===== src/design/elevator_next_stop_select_assert.svh =====
// Assertion macros for the elevator next-stop selector.
`ifndef ELEVATOR_NEXT_STOP_SELECT_ASSERT_SVH
`define ELEVATOR_NEXT_STOP_SELECT_ASSERT_SVH
`ifndef SYNTHESIS
// Check a property on every clock edge outside reset.
`define ENSEL_ASSERT(label, prop, msg) \
  label: assert property (@(posedge clk_i) disable iff (!rst_ni) prop) else $error(msg);
// Check a property on every clock edge, reset included.
`define ENSEL_ASSERT_ALWAYS(label, prop, msg) \
  label: assert property (@(posedge clk_i) prop) else $error(msg);
`else
`define ENSEL_ASSERT(label, prop, msg)
`define ENSEL_ASSERT_ALWAYS(label, prop, msg)
`endif
`endif


===== src/design/ensel_pkg.sv =====
// Constants and types for the elevator next-stop selector.
package ensel_pkg;

  localparam int FloorCount = 4;
  localparam int CabSlots   = 4;

  localparam int FloorW  = 2;
  localparam int DirW    = 2;
  localparam int CabW    = 3;
  localparam int MaskW   = 3;
  localparam int TargetW = 3;

  // Direction codes
  localparam logic signed [DirW-1:0] DirUp   = 2'sb01;
  localparam logic signed [DirW-1:0] DirDown = 2'sb11;
  localparam logic signed [DirW-1:0] DirStop = 2'sb00;

  // End marker of the cab list, and the result when nothing is pending
  localparam logic signed [CabW-1:0]    CabEnd   = 3'sb111;
  localparam logic signed [TargetW-1:0] NoTarget = 3'sb111;

  typedef logic signed [CabW-1:0] cab_req_t;

  typedef struct packed {
    logic [FloorW-1:0]                car_floor;
    logic signed [DirW-1:0]           travel_dir;
    logic signed [DirW-1:0]           prior_dir;
    logic [CabSlots-1:0][CabW-1:0]    cab_req;
    logic [MaskW-1:0]                 hall_up_mask;
    logic [MaskW-1:0]                 hall_down_mask;
  } query_t;

endpackage


===== src/design/elevator_next_stop_select.sv =====
// Elevator next-stop selector: input register, selection logic, result register.
//
// Takes one query per cycle while the result register is not stalled and returns
// its next stop once the transaction has passed the input register and then the
// result register. The selection logic between them decides in a single pass: the
// current floor is served first when a cab request or a hall call that the car
// is not moving against stands there; otherwise a sweep direction comes from
// the cab requests, or from the travel direction (prior direction when stopped),
// and the nearest qualifying floor in that direction, then in the opposite one,
// is chosen. A result of -1 means no request stands. No state is kept between
// queries; while the result register is stalled, the input register still
// holds one more query.
module elevator_next_stop_select (
  input  logic                                   clk_i,
  input  logic                                   rst_ni,
  input  logic                                   in_valid_i,
  output logic                                   in_ready_o,
  input  logic [ensel_pkg::FloorW-1:0]           car_floor_i,
  input  logic signed [ensel_pkg::DirW-1:0]      travel_dir_i,
  input  logic signed [ensel_pkg::DirW-1:0]      prior_dir_i,
  input  logic signed [ensel_pkg::CabW-1:0]      cab_req_0_i,
  input  logic signed [ensel_pkg::CabW-1:0]      cab_req_1_i,
  input  logic signed [ensel_pkg::CabW-1:0]      cab_req_2_i,
  input  logic signed [ensel_pkg::CabW-1:0]      cab_req_3_i,
  input  logic [ensel_pkg::MaskW-1:0]            hall_up_mask_i,
  input  logic [ensel_pkg::MaskW-1:0]            hall_down_mask_i,
  output logic                                   out_valid_o,
  input  logic                                   out_ready_i,
  output logic signed [ensel_pkg::TargetW-1:0]   target_floor_o
);
  import ensel_pkg::*;

`include "elevator_next_stop_select_assert.svh"

  query_t                     query_d, query_q;
  logic                       s1_valid_q;
  logic                       s1_move;
  logic                       out_valid_q;
  logic signed [TargetW-1:0]  target_d, target_q;

  logic [FloorW-1:0]          floor;
  logic signed [CabW-1:0]     floor_s;
  logic [CabSlots-1:0]        cab_live;
  logic [FloorCount-1:0]      cab_at, up_call, down_call, req_any;
  logic [FloorCount-1:0]      mask1, mask2;
  logic                       cab_above, cab_below, has_cab, dir_up, go_up;
  logic                       serve_here, found1, found2;
  logic [FloorW-1:0]          hit1, hit2;

  // Gather the port fields into one query
  always_comb begin
    query_d.car_floor      = car_floor_i;
    query_d.travel_dir     = travel_dir_i;
    query_d.prior_dir      = prior_dir_i;
    query_d.cab_req[0]     = cab_req_0_i;
    query_d.cab_req[1]     = cab_req_1_i;
    query_d.cab_req[2]     = cab_req_2_i;
    query_d.cab_req[3]     = cab_req_3_i;
    query_d.hall_up_mask   = hall_up_mask_i;
    query_d.hall_down_mask = hall_down_mask_i;
  end

  // Handshake: advance when the result register is free or being drained
  assign s1_move    = !out_valid_q || out_ready_i;
  assign in_ready_o = !s1_valid_q || s1_move;

  // Input register
  always_ff @(posedge clk_i or negedge rst_ni) begin
    if (!rst_ni) begin
      s1_valid_q <= 1'b0;
    end else if (in_ready_o) begin
      s1_valid_q <= in_valid_i;
    end
  end

  always_ff @(posedge clk_i) begin
    if (in_ready_o && in_valid_i) begin
      query_q <= query_d;
    end
  end

  // Decode floor, cab list and hall calls per floor
  always_comb begin
    logic live;
    if (query_q.car_floor > FloorW'(FloorCount - 1)) begin
      floor = FloorW'(FloorCount - 1);
    end else begin
      floor = query_q.car_floor;
    end
    floor_s = signed'(CabW'(floor));

    live = 1'b1;
    for (int i = 0; i < CabSlots; i++) begin
      live        = live && (cab_req_t'(query_q.cab_req[i]) != CabEnd);
      cab_live[i] = live;
    end

    cab_above = 1'b0;
    cab_below = 1'b0;
    for (int i = 0; i < CabSlots; i++) begin
      if (cab_live[i] && (cab_req_t'(query_q.cab_req[i]) > floor_s)) cab_above = 1'b1;
      if (cab_live[i] && (cab_req_t'(query_q.cab_req[i]) < floor_s)) cab_below = 1'b1;
    end

    for (int f = 0; f < FloorCount; f++) begin
      cab_at[f] = 1'b0;
      for (int i = 0; i < CabSlots; i++) begin
        if (cab_live[i] && (query_q.cab_req[i] == CabW'(f))) cab_at[f] = 1'b1;
      end
      up_call[f]   = 1'b0;
      down_call[f] = 1'b0;
      if (f < FloorCount - 1) up_call[f] = query_q.hall_up_mask[f];
      if (f > 0) down_call[f] = query_q.hall_down_mask[f-1];
      req_any[f] = cab_at[f] | up_call[f] | down_call[f];
    end
  end

  // Choose the sweep direction and the floors each pass may stop at
  always_comb begin
    serve_here = cab_at[floor]
               | ((query_q.travel_dir != DirDown) & up_call[floor])
               | ((query_q.travel_dir != DirUp) & down_call[floor]);
    has_cab = cab_above | cab_below;
    if (query_q.travel_dir != DirStop) begin
      dir_up = (query_q.travel_dir != DirDown);
    end else begin
      dir_up = (query_q.prior_dir != DirDown);
    end
    if (cab_above && !cab_below) begin
      go_up = 1'b1;
    end else if (cab_below && !cab_above) begin
      go_up = 1'b0;
    end else begin
      go_up = dir_up;
    end
    mask2 = req_any;
    if (go_up) begin
      mask1 = cab_at | up_call | ({FloorCount{!has_cab}} & down_call);
    end else begin
      mask1 = cab_at | down_call | ({FloorCount{!has_cab}} & up_call);
    end
  end

  // Scan outward: nearest floor in the sweep direction, then the other way
  always_comb begin
    found1 = 1'b0;
    found2 = 1'b0;
    hit1   = '0;
    hit2   = '0;
    if (go_up) begin
      for (int f = FloorCount - 1; f >= 0; f--) begin
        if (FloorW'(f) > floor && mask1[f]) begin
          found1 = 1'b1;
          hit1   = FloorW'(f);
        end
      end
      for (int f = 0; f < FloorCount; f++) begin
        if (FloorW'(f) < floor && mask2[f]) begin
          found2 = 1'b1;
          hit2   = FloorW'(f);
        end
      end
    end else begin
      for (int f = 0; f < FloorCount; f++) begin
        if (FloorW'(f) < floor && mask1[f]) begin
          found1 = 1'b1;
          hit1   = FloorW'(f);
        end
      end
      for (int f = FloorCount - 1; f >= 0; f--) begin
        if (FloorW'(f) > floor && mask2[f]) begin
          found2 = 1'b1;
          hit2   = FloorW'(f);
        end
      end
    end

    if (serve_here) begin
      target_d = signed'(TargetW'(floor));
    end else if (found1) begin
      target_d = signed'(TargetW'(hit1));
    end else if (found2) begin
      target_d = signed'(TargetW'(hit2));
    end else begin
      target_d = NoTarget;
    end
  end

  // Result register
  always_ff @(posedge clk_i or negedge rst_ni) begin
    if (!rst_ni) begin
      out_valid_q <= 1'b0;
    end else if (s1_move) begin
      out_valid_q <= s1_valid_q;
    end
  end

  always_ff @(posedge clk_i) begin
    if (s1_move && s1_valid_q) begin
      target_q <= target_d;
    end
  end

  assign out_valid_o    = out_valid_q;
  assign target_floor_o = target_q;

  // Checks
  `ENSEL_ASSERT(a_move_fills_out, s1_valid_q && s1_move |=> out_valid_o, "query lost on transfer")
  `ENSEL_ASSERT(a_stall_holds_query, s1_valid_q && !s1_move |=> s1_valid_q && $stable(query_q), "stalled query changed")
  `ENSEL_ASSERT(a_target_has_request, s1_valid_q && (target_d != NoTarget) |-> req_any[target_d[FloorW-1:0]], "target floor without request")
  `ENSEL_ASSERT_ALWAYS(a_ready_when_empty, !s1_valid_q |-> in_ready_o, "not ready while input register empty")

endmodule

===== config.mk =====
export PLATFORM = sky130hd
export DESIGN_NAME = elevator_next_stop_select
export DESIGN_NICKNAME = d
export VERILOG_FILES = /design/src/design/ensel_pkg.sv /design/src/design/elevator_next_stop_select.sv
export VERILOG_INCLUDE_DIRS = /design/src /design/src/design
export SDC_FILE = /design/constraint.sdc
export NUM_CORES = 1
export LEC_CHECK = 0
export BUFFER_PORTS_ARGS = -buffer_cell sky130_fd_sc_hd__buf_4
export CORE_ASPECT_RATIO = 1.75
export CORE_UTILIZATION = 55
export CTS_CLUSTER_DIAMETER = 120
export DETAILED_ROUTE_END_ITERATION = 8
export PLACE_DENSITY_LB_ADDON = 0.25
export SLEW_MARGIN = 20
export SYNTH_ARGS = -nofsm -noshare
export SYNTH_HDL_FRONTEND = slang
export SYNTH_SLANG_ARGS = --single-unit

===== constraint.sdc =====
create_clock -name clk_i -period 4.5 [get_ports clk_i]
set_input_delay 0.9 -clock clk_i [delete_from_list [all_inputs] [get_ports clk_i]]
set_output_delay 0.9 -clock clk_i [all_outputs]
set_load 0.05 [all_outputs]

==> impl_metrics.json <==
{
  "ctsHtreeMaxLevel": 2,
  "path_depth": 11,
  "fin_skew_ns": 0.00715,
  "yosysWarnings": 0,
  "ir_worst_vdd_uv": 339,
  "met2_length_mm": 2.71,
  "hpwl_mm": 3.74,
  "worstSetupPathType": "flip-flop to flip-flop",
  "wirelength_mm": 4.84,
  "clk_path_buf_depth": 2,
  "wl_met3_um": 203,
  "syn_to_final_growth_pct": 19.8,
  "initial_utilization_pct": 56.8,
  "cp_max_fo": 18,
  "p_leak_nw": 0.894,
  "cp.arrival_ns": 3.49,
  "synth-seq-area-share_pct": 45.1,
  "slowest_delay_ns": 0.50,
  "path_clk_slew_ns": 0.07,
  "final_nets": 262,
  "antenna_cells": 0,
  "drive_gt1_share_pct": 22.9,
  "timing.hold.ws_ns": 0.385,
  "post-route-util_pct": 68.0,
  "numCtsBuffers": 5,
  "nFillCells": 280,
  "rsz0062_at_grt": "false",
  "synth_seq_cells": 29,
  "avgRoutedWirePerCell_um": 17.8,
  "worst_pin_slew_ns": 1.02,
  "die_area_um2": 3720,
  "antenna_found_initial": 0,
  "outcome": "finished, final reports clean",
  "synth_edf_count": 27,
  "r2r_end": "target_floor_o[0]",
  "gp_congestion": 0.903,
  "cpLargestDelayFamily": "compound AO/OA/AOI/OAI gates",
  "grt_max_degree": 25,
  "die_y_um": 80.0,
  "slew_headroom_pct": 32.0,
  "clkSinkCount": 29,
  "min_period_ns": 3.46,
  "yosysTopAreaCellShare_pct": 42.4,
  "maxCapViolations": 0,
  "endpoint_kind": "flip-flop",
  "core_um2": 3360,
  "globalRoute.totalOverflow": 0,
  "powerDensity_nw_per_um2": 332,
  "synthCells": 190,
  "cts_tree": "built",
  "io_pins": 33,
  "place_area_um2": 2200,
  "path_cells": "buf_4 > inv_1 > ha_1 > nor2b_1 > o21ai_0 > a21oi_1 > or2_1 > maj3_1 > nor2b_1 > o211a_1 > a221o_1",
  "syn-cell-area_um2": 1910,
  "drt_iter0_drc": 61,
  "synth_nets": 226,
  "power_mw": 0.760,
  "grt_pass1_vias": 1733,
  "setup_tns_ns": 0,
  "yosys.cell_types.count": 56,
  "drt-met1-wl_mm": 1.70,
  "first_pass_iters": 4,
  "path_common_cell": "nor2b_1",
  "cts_resized": 0,
  "critPathLaunchType": "flip-flop",
  "slew_violations": 0,
  "crit_buf_inv": 2,
  "syn_avg_cell_area_um2": 10.1,
  "routed.top_layer": "met4",
  "hold_viol_final": 0,
  "crit_required_ns": 4.53,
  "die_x_um": 46.6,
  "synth_top_cell_by_area": "edfxtp_1",
  "hp-class": "input port to async pin",
  "clk_latency_ns": 0.28,
  "regToRegSetupSlack_ns": 1.04,
  "cts_root_buf": "clkbuf_8",
  "drc_errors": 0,
  "fmax_mhz": 289,
  "rows": 28,
  "ant_nets": 0,
  "reg2reg_depth": 11,
  "r2r_start": "query_q[23]",
  "synthTopCellsByArea": "edfxtp_1, ha_1, a21oi_1",
  "post_cts_buffers": 0,
  "grt_pass1_wl_mm": 7.41,
  "ctsHoldBuffers": 0,
  "cp_slowest_cell": "maj3_1",
  "port_buffers": 32,
  "asyncSetResetFlopFracSynth_pct": 6.90,
  "design_area_um2": 2290,
  "vias": 1723,
  "post-route-period-util_pct": 76.9,
  "routed_via_density": 6.33,
  "finalSetupViolations": 0,
  "grt.total_usage_pct": 28.2,
  "synth_ff_type": "edfxtp_1"
}
logic make-up (layout without fill, tap and decap cells):
logic type	Yosys count	count (layout)	synth area share, %
AO/OA/AOI/OAI	65	65	24.4
adder cells (fa/ha/maj)	9	9	5.76
buffers and inverters	12	49	2.42
flip-flops	29	29	45.1
multiplexers	3	3	1.57
AND/OR/NAND/NOR	72	72	20.8
Yosys cell counts, types with 2 or more instances:
master	n
nor3b_1	4
dfrtp_1	2
clkbuf_1	4
o31ai_1	2
a22oi_1	2
nor2_1	12
nor3_1	6
and2_1	5
mux2i_1	3
nor2b_1	8
a221o_1	2
a211oi_1	4
nand2_1	12
nand3_1	5
nand2b_1	5
o21ai_0	12
o221ai_1	2
o21bai_1	2
edfxtp_1	27
nand3b_1	4
inv_1	7
a21oi_1	16
ha_1	8
or3_1	2
a31oi_1	3
where the power goes:
group / internal (mW) / switching, mW / total (mW)
Clock: 0.106 / 0.103 / 0.209
Combinational: 0.0868 / 0.123 / 0.210
Sequential: 0.320 / 0.0202 / 0.340
area by class of cell:
cell class | count | area (um2) | share of cell area, %
clock buffer | 5 | 68.8 | 3.01
clock inverter | 3 | 17.5 | 0.765
inverter | 7 | 26.3 | 1.15
multi-input combinational | 149 | 1000 | 43.8
sequential | 29 | 861 | 37.6
tap | 45 | 56.3 | 2.46
timing repair buffer | 34 | 255 | 11.2
cells in the final DEF, fill, tap and decap left out, types with 2 or more instances in the layout:
| cell type | count |
|---|---|
| a211oi_1 | 4 |
| a21oi_1 | 16 |
| a221o_1 | 2 |
| a22oi_1 | 2 |
| a31oi_1 | 3 |
| and2_1 | 5 |
| buf_4 | 34 |
| clkbuf_8 | 5 |
| clkinv_2 | 2 |
| dfrtp_1 | 2 |
| edfxtp_1 | 27 |
| ha_1 | 8 |
| inv_1 | 7 |
| mux2i_1 | 3 |
| nand2_1 | 12 |
| nand2b_1 | 5 |
| nand3_1 | 5 |
| nand3b_1 | 4 |
| nor2_1 | 12 |
| nor2b_1 | 8 |
| nor3_1 | 6 |
| nor3b_1 | 4 |
| o21ai_0 | 12 |
| o21bai_1 | 2 |
| o221ai_1 | 2 |
| o31ai_1 | 2 |
| or3_1 | 2 |
flip-flops by register name (all words and copies together), names as in the netlist:
signal	cells
query_q	21
out_valid_o	1
s1_valid_q	1
down_call	3
target_floor_o	3
worst max-delay path by stage:
| stage | start | to | slack, ns |
|---|---|---|---|
| after global routing | query_q[23] | target_floor_o[2] | 0.86 |
| after detailed placement | query_q[23] | target_floor_o[0] | 1.12 |
| after global placement | query_q[23] | target_floor_o[0] | 1.23 |
| after CTS | query_q[23] | target_floor_o[0] | 1.12 |
| final | query_q[23] | target_floor_o[0] | 1.04 |
| after floorplan | query_q[23] | target_floor_o[0] | 1.49 |
worst reg2reg max path, delay by kind of cell (launching register included):
kind	cells	cell delay (ns)
compound gates	4	0.88
flops	1	0.36
simple gates	3	0.67
fa+ha+maj	2	0.82
buf+inv	2	0.47
routing by layer:
layer | global-route usage [%] | vias to the layer above
met5 | 0 | -
met4 | 18.5 | 0
met3 | 6.56 | 23
met2 | 49.4 | 77
met1 | 26.8 | 812
li1 | - | 811
through the flow:
stage	instances	worst slack, ns
after global placement	264	1.23
after global routing	272	0.857
after CTS	272	1.12
after floorplan	190	1.49
after detailed placement	264	1.12
final	272	1.04
Power figures use the tool's default switching activity.
